==> src/rtl/cht_pkg.sv <==
// Package for the chained hash table: field widths, status and mode codes,
// sequencer state type and remainder unit sizing.
// No dependencies; imported by cht_mod and chained_hash_table.
package cht_pkg;

   // Field widths fixed by the transaction format
   localparam int MODE_W   = 1;
   localparam int KEY_W    = 31;
   localparam int VALUE_W  = 32;
   localparam int STATUS_W = 3;
   localparam int CSR_W    = 8;

   // Bucket count after reset
   localparam logic [CSR_W-1:0] BUCKET_COUNT_RESET = 8'd101;

   // Operation codes
   localparam logic [MODE_W-1:0] MODE_INSERT = 1'b0;
   localparam logic [MODE_W-1:0] MODE_FIND   = 1'b1;

   // Response status codes
   localparam logic [STATUS_W-1:0] STATUS_INSERTED = 3'd0;
   localparam logic [STATUS_W-1:0] STATUS_UPDATED  = 3'd1;
   localparam logic [STATUS_W-1:0] STATUS_FOUND    = 3'd2;
   localparam logic [STATUS_W-1:0] STATUS_MISSING  = 3'd3;
   localparam logic [STATUS_W-1:0] STATUS_FULL     = 3'd4;

   // Remainder unit: key padded to an even width, two quotient bits per cycle
   localparam int DIV_W    = KEY_W + (KEY_W % 2);
   localparam int DIV_STEPS = DIV_W / 2;
   localparam int STEP_W   = $clog2(DIV_STEPS);

   // Sequencer states
   typedef enum logic [2:0] {
      ST_CLEAR,   // sweep bucket heads to empty after reset
      ST_IDLE,    // wait for a transaction
      ST_MOD,     // remainder unit running
      ST_HEAD,    // bucket head read in flight
      ST_LOAD,    // take chain head as current node
      ST_CHECK,   // end of chain test, node read issued
      ST_CMP      // compare node key, follow link
   } state_type;

endpackage

==> src/rtl/cht_mod.sv <==
// Iterative remainder unit: key modulo bucket count, restoring division,
// two bits per cycle. Depends on cht_pkg.
module cht_mod (
   input  logic                      clock,
   input  logic                      reset,
   input  logic                      start,
   input  logic [cht_pkg::KEY_W-1:0] dividend,
   input  logic [cht_pkg::CSR_W-1:0] divisor,
   output logic                      done,
   output logic [cht_pkg::CSR_W-1:0] remainder
);
   import cht_pkg::*;

   logic                run_ff,   run_in;
   logic                done_ff,  done_in;
   logic [STEP_W-1:0]   cnt_ff,   cnt_in;
   logic [DIV_W-1:0]    shift_ff, shift_in;
   logic [CSR_W-1:0]    rem_ff,   rem_in;
   logic [CSR_W-1:0]    div_ff,   div_in;
   logic [CSR_W-1:0]    rem_mid;

   // One restoring step: shift in a bit, subtract divisor if it fits
   function automatic logic [CSR_W-1:0] rem_step(input logic [CSR_W-1:0] r,
                                                 input logic b,
                                                 input logic [CSR_W-1:0] d);
      logic [CSR_W:0] t;
      t = {r, b};
      if (t >= {1'b0, d}) begin
         t = t - {1'b0, d};
      end
      return t[CSR_W-1:0];
   endfunction

   // Next state: load on start, then two steps per cycle
   always_comb begin
      run_in   = run_ff;
      done_in  = 1'b0;
      cnt_in   = cnt_ff;
      shift_in = shift_ff;
      rem_in   = rem_ff;
      div_in   = div_ff;
      rem_mid  = rem_step(rem_ff, shift_ff[DIV_W-1], div_ff);
      if (start) begin
         run_in   = 1'b1;
         cnt_in   = '0;
         shift_in = DIV_W'(dividend);
         rem_in   = '0;
         div_in   = divisor;
      end else if (run_ff) begin
         rem_in   = rem_step(rem_mid, shift_ff[DIV_W-2], div_ff);
         shift_in = {shift_ff[DIV_W-3:0], 2'b00};
         cnt_in   = cnt_ff + 1'b1;
         if (cnt_ff == STEP_W'(DIV_STEPS - 1)) begin
            run_in  = 1'b0;
            done_in = 1'b1;
         end
      end
   end

   // Control registers
   always_ff @(posedge clock) begin
      if (reset) begin
         run_ff  <= 1'b0;
         done_ff <= 1'b0;
      end else begin
         run_ff  <= run_in;
         done_ff <= done_in;
      end
   end

   // Datapath registers
   always_ff @(posedge clock) begin
      cnt_ff   <= cnt_in;
      shift_ff <= shift_in;
      rem_ff   <= rem_in;
      div_ff   <= div_in;
   end

   assign done      = done_ff;
   assign remainder = rem_ff;

endmodule

==> config.mk <==
export PLATFORM = sky130hd
export DESIGN_NAME = cht_mod
export DESIGN_NICKNAME = d
export VERILOG_FILES = /design/src/rtl/cht_pkg.sv /design/src/rtl/cht_mod.sv
export SDC_FILE = /design/constraint.sdc
export NUM_CORES = 1
export LEC_CHECK = 0
export ABC_AREA = 1
export BUFFER_PORTS_ARGS = -buffer_cell sky130_fd_sc_hd__buf_4
export CORE_MARGIN = 1.5
export CORE_UTILIZATION = 35
export DETAILED_ROUTE_END_ITERATION = 7
export PLACE_DENSITY = 0.64
export RECOVER_POWER = 100
export SYNTH_ARGS = -nofsm -noshare
export SYNTH_HDL_FRONTEND = slang
export SYNTH_SLANG_ARGS = --single-unit
==> constraint.sdc <==
create_clock -name clock -period 3.01 [get_ports clock]
set_input_delay 0.301 -clock clock [delete_from_list [all_inputs] [get_ports clock]]
set_output_delay 0.301 -clock clock [all_outputs]
set_load 0.01 [all_outputs]
# After elaboration in Yosys (flattened, before gate mapping)
# Index checks and enable logic that the tools add are counted.
op_classes:
  n_bitwise: 1
  mux: 8
  n_lt_le_gt_ge: 2
  n_eq_ne: 1
  reduce_logical: 2
  addsub: 3
op_table:
  columns: ["operator", "count"]
  rows:
  - ["2-to-1 mux 31 bit", 2]
  - ["greater-or-equal comparator 9 x 8 -> 1 bit", 2]
  - ["2-to-1 mux 8 bit", 2]
  - ["subtractor 8 bit", 2]
  - ["adder 4 x 1 -> 4 bit, second input constant", 1]
  - ["== test 4 bit, second input constant", 1]
  - ["2-to-1 mux 1 bit", 4]
  - ["OR reduction 3 bit", 1]
  - ["nonzero test 2 bit", 1]
  - ["NOT 1 bit", 1]
totals:
  out_inout_bits: 9
  inputBits: 42
  ff_bits: 54
  wordCells: 24

# Depth between registers and ports, before layout
logic_depth:
  depth_word: 4
  mapped_depth: 22
  mapped_depth_nobuf: 22

# Least setup slack after synthesis
# No wires, ideal clock.
synth_timing:
  path_kind: "reg-to-reg"
  startpoint: "reg div_ff[1]"
  endpoint: "reg rem_ff[0] (netlist: remainder[0])"
  path_slack_ns: 0.327
  synth_period_minus_slack_ns: 2.683
  required_ns: 2.897
  n_path_buf: 0
  arrival_ns: 2.570
  path_stages_with_launch: 21
  setup_ns: 0.113
  path_cell_list: "edfxtp_1 > inv_1 > ha_1 > inv_1 > nor2_1 > nand3_1 > nor2_4 > nor2_4 > nand3b_1 > nand2_1 > inv_1 > ha_1 > nand3_1 > nand2_1 > nand2_1 > o211ai_1 > nand2_2 > nand3_4 > nand2_1 > nand3_1 > nand2_1"
synth_via:
  elab_chain_cells: 4
  elab_cells_between_ends: 5
  classes_between: "1 x add/sub; 2 x order compare; 2 x mux"
synth_lines:
  columns: ["item", "line_no", "rtl"]
  rows:
  - ["from (decl)", "cht_mod.sv:19", "logic [CSR_W-1:0] div_ff, div_in;"]
  - ["from (signal assigned)", "cht_mod.sv:76", "div_ff <= div_in;"]
  - ["subtractor 8 bit / greater-or-equal comparator 9 x 8 -> 1 bit (equally long branches)", "cht_mod.sv:29, cht_mod.sv:28", null]
  - ["2-to-1 mux 8 bit", "cht_mod.sv:28", "if (t >= {1'b0, d}) begin"]
  - ["greater-or-equal comparator 9 x 8 -> 1 bit *", "cht_mod.sv:28", null]
  - ["2-to-1 mux 8 bit *", "cht_mod.sv:28", null]
  - ["to (signal assigned)", "cht_mod.sv:75", "rem_ff <= rem_in;"]
  - ["to (decl)", "cht_mod.sv:18", "logic [CSR_W-1:0] rem_ff, rem_in;"]
# Mark *: on every way between the ends. The rest lies on a longest branch, timed or not.
# A chain may end at the register's enable or synchronous reset.

# Worst setup path in the final report
layout_timing:
  startpoint: "reg div_ff[0]"
  endpoint: "reg rem_ff[2] (netlist: remainder[2])"
layout_via:
  elab_chain_cells: 4
  elab_cells_between_ends: 6
  classes_between: "2 x add/sub; 2 x order compare; 2 x mux"
layout_lines:
  columns: ["item", "line_no"]
  rows:
  - ["subtractor 8 bit / greater-or-equal comparator 9 x 8 -> 1 bit (equally long branches)", "cht_mod.sv:29, cht_mod.sv:28"]
  - ["2-to-1 mux 8 bit", "cht_mod.sv:28"]
  - ["subtractor 8 bit / greater-or-equal comparator 9 x 8 -> 1 bit (equally long branches)", "cht_mod.sv:29, cht_mod.sv:28"]
  - ["2-to-1 mux 8 bit *", "cht_mod.sv:28"]
# Marked as above.

==> run_results.csv <==
group,metric,value,unit
outcome,outcome,"completed",
route,drt-total-wl,7.479,mm
place,dpl.cell_count,547,
route,drt-vias-per-instance,4.747,
clock_network,clockBufferDepth,2,
sta,finalCriticalPeriod,3009,ps
floorplanning,row_count,34,
finish,drive_gt1_share,29.00,%
sta,fmax,332.3,MHz
sta,setup_viol,0,
synth,syn_avg_cell_area,8.168,µm²
hold_path,hp-class,"input port to register",
sta,skew,12.33,ps
sta,slew_headroom,31.55,%
place,gp_congestion,0.8798,
finish,antenna_cells,0,
clock_network,htreeDepth,2,
synth,synth_edf_count,39,
worst_setup_path,critPathArrivalTime,3270,ps
worst_setup_path,worstPathCellList,"ha_1, inv_1, fa_2, nand3_2, nand3_1, xnor2_1, nand2_1, nand2_2, inv_1, ha_4, nand2_1, nor2_1, nand2_1, o211ai_1, nand2_2, buf_6, nand4_1, nand3_1, nand2_1",
floorplanning,core-area,0.008721,mm²
route,vias,2739,
clock_network,cts.reportedPaths.clkPinSlew,100,ps
floorplanning,io_pins,51,
worst_setup_path,slowest_delay,410,ps
clock_network,cts_hold_buf,0,
pwr,p_int,0.002330,W
finish,area_growth,31.90,%
worst_setup_path,startpoint_type,"register",
worst_setup_path,ff2ff_setup_slack,1,ps
synth,ys_warn_count,0,
floorplanning,dieArea,0.009587,mm²
worst_setup_path,worstPathMaxFanout,5,
clock_network,clock_sinks,54,
worst_setup_path,required,3270,ps
clock_network,cts_made_buffers,5,
route,first_pass_iters,4,
finish,final_common_cell,"nand2_1",
pwr,leakage,1.980,nW
grt,grt_pass1_vias,2618,
route,ant_nets,0,
grt,antenna_found_initial,0,
grt,grt_pass1_wl,11.79,mm
sta,slew_viol_final,0,
grt,grt_max_degree,45,
route,drt-initial-drc-count,223,
pwr,p_comb_share,65.9,%
clock_network,cts-root-buf,"clkbuf_8",
worst_setup_path,crit_family,"simple AND/OR/NAND/NOR gates",
place,port_buffers,50,
route,drc,0,
sta,holdWs,151.9,ps
worst_setup_path,cp-end-kind,"register",
synth,synthDistinctLibCells,33,
place,dp_hpwl,5.278,mm
grt,grt_usage,14.94,%
sta,tightestPinTransition,1027,ps
pwr,p_switching,0.001847,W
synth,synth_area,0.003153,mm²
worst_setup_path,cp_num_buf_inv,3,
synth,ys_seq_elements,54,
finish,stdcell_count,577,
grt,grt_overflow,0,
pwr,seqPwrFrac,23.7,%
finish,final_cell_mix,"161 x nand2_1, 61 x buf_4, 39 x edfxtp_1, 35 x inv_1, 15 x nand3_1",
clock_network,clock_latency,310,ps
pwr,power_frac_clock,10.5,%
synth,syn_nets,447,
pwr,swShare,44.21,%
floorplanning,fp.dieW,97.92,µm
pwr,vdd_drop_max,0.0004696,V
finish,fin_util,47.69,%
floorplanning,initial_core_util,36.15,%
finish,layout.nets,529,
synth,yosysSeqAreaShare,46.67,%
floorplanning,die_h,97.92,µm
synth,syn_inst,386,
clock_network,cts_tree,"yes",
synth,async_flop_share,0,%
worst_setup_path,cpMostUsedCell,"nand2_1",
pwr,power_per_cell_area,1004,mW/mm²
sta,post-route-period-util,99.97,%
synth,yosys_most_used_dff,"edfxtp_1",
worst_setup_path,slowest_stage,"fa_2",
worst_setup_path,path_class,"register to register",
route,post_drt_wl_per_cell,12.96,µm
sta,hold_viol,0,
flow_run,maxCapViolCount,0,
-- logic make-up after synthesis --
family	synth area share [%]
compound gates	3.254
xor+xnor	2.500
fa+ha+maj	8.016
buf+inv	6.826
flops	46.67
simple gates	32.74
-- synth_stat cells (3+ instances only) --
master	number	share of area [%]
nand4_1	8	1.6
nand2_1	168	20
nor2_1	12	1.4
inv_1	46	5.5
o21ai_0	3	0.48
nand3b_1	5	1.2
nand2_2	3	0.60
edfxtp_1	39	37
nand3_1	17	2.7
dfxtp_1	15	9.5
ha_1	17	6.7
nor3_1	4	0.63
clkbuf_1	6	0.71
xor2_1	3	0.83
xnor2_1	6	1.7
a21oi_1	11	1.7
-- state kept, by name, indices dropped and copies added, names as in the netlist --
signal	cells
run_ff	1
remainder	8
shift_ff	32
done	1
cnt_ff	4
div_ff	8
-- repair_timing --
action | 4_1_cts | 5_1_grt
gates resized for setup | 9 | 34
setup endpoints to repair | 7 | 8
pin swaps | 2 | 26
buffers inserted | 3 | 19
-- area by class of cell --
cell class / count / area, µm²
fillers: 816 / 4562
multi-input cells: 276 / 1664
flip-flops and latches: 54 / 1473
clock inverters: 2 / 17.52
clock buffers: 6 / 82.58
well taps: 108 / 135.1
inverters: 49 / 188.9
repair buffers: 82 / 598.1
-- worst paths after layout --
path | cells after the start | to | start
setup / recovery | 19 | remainder[2]$_SDFFE_PP0P_ | div_ff[0]$_DFFE_PP_
hold / removal | 2 | done$_SDFF_PP0_ | reset
setup reg to reg | 19 | remainder[2]$_SDFFE_PP0P_ | div_ff[0]$_DFFE_PP_
hold reg to reg | 2 | shift_ff[31]$_SDFFE_PP0P_ | shift_ff[29]$_DFFE_PP_
-- metal layers --
| layer | GRT usage [%] | part of all wire, % |
|---|---|---|
| met5 | 0 | 0 |
| met4 | 3.626 | 1.1 |
| met3 | 2.362 | 4.4 |
| met2 | 25.31 | 49 |
| met1 | 20.05 | 45 |
-- power by group through the flow --
| stage | registers (W) | logic (W) | clock network [W] |
|---|---|---|---|
| 6_report | 0.000988 | 0.00275 | 0.000437 |
| 3_5_place_dp | 0.000987 | 0.00215 | 0 |
| 3_3_place_gp | 0.000985 | 0.00212 | 0 |
| 4_1_cts | 0.000986 | 0.00230 | 0.000451 |
| 5_1_grt | 0.00100 | 0.00302 | 0.000477 |
| 2_1_floorplan | 0.00100 | 0.00159 | 0 |
-- stage by stage --
stage               TNS [ps]  area, µm²  setup slack, ps  total power [W]
global placement           0       3712            8.303         0.003106
floorplan                  0       3153            326.6         0.002597
CTS                   -11.61       3925           -9.915         0.003736
detailed placement    -35.13       3712           -18.43         0.003139
global route          -676.0       4159           -140.5         0.004504
finish                     0       4159           0.9934         0.004177
No activity file was read; power rests on OpenSTA's default activity.
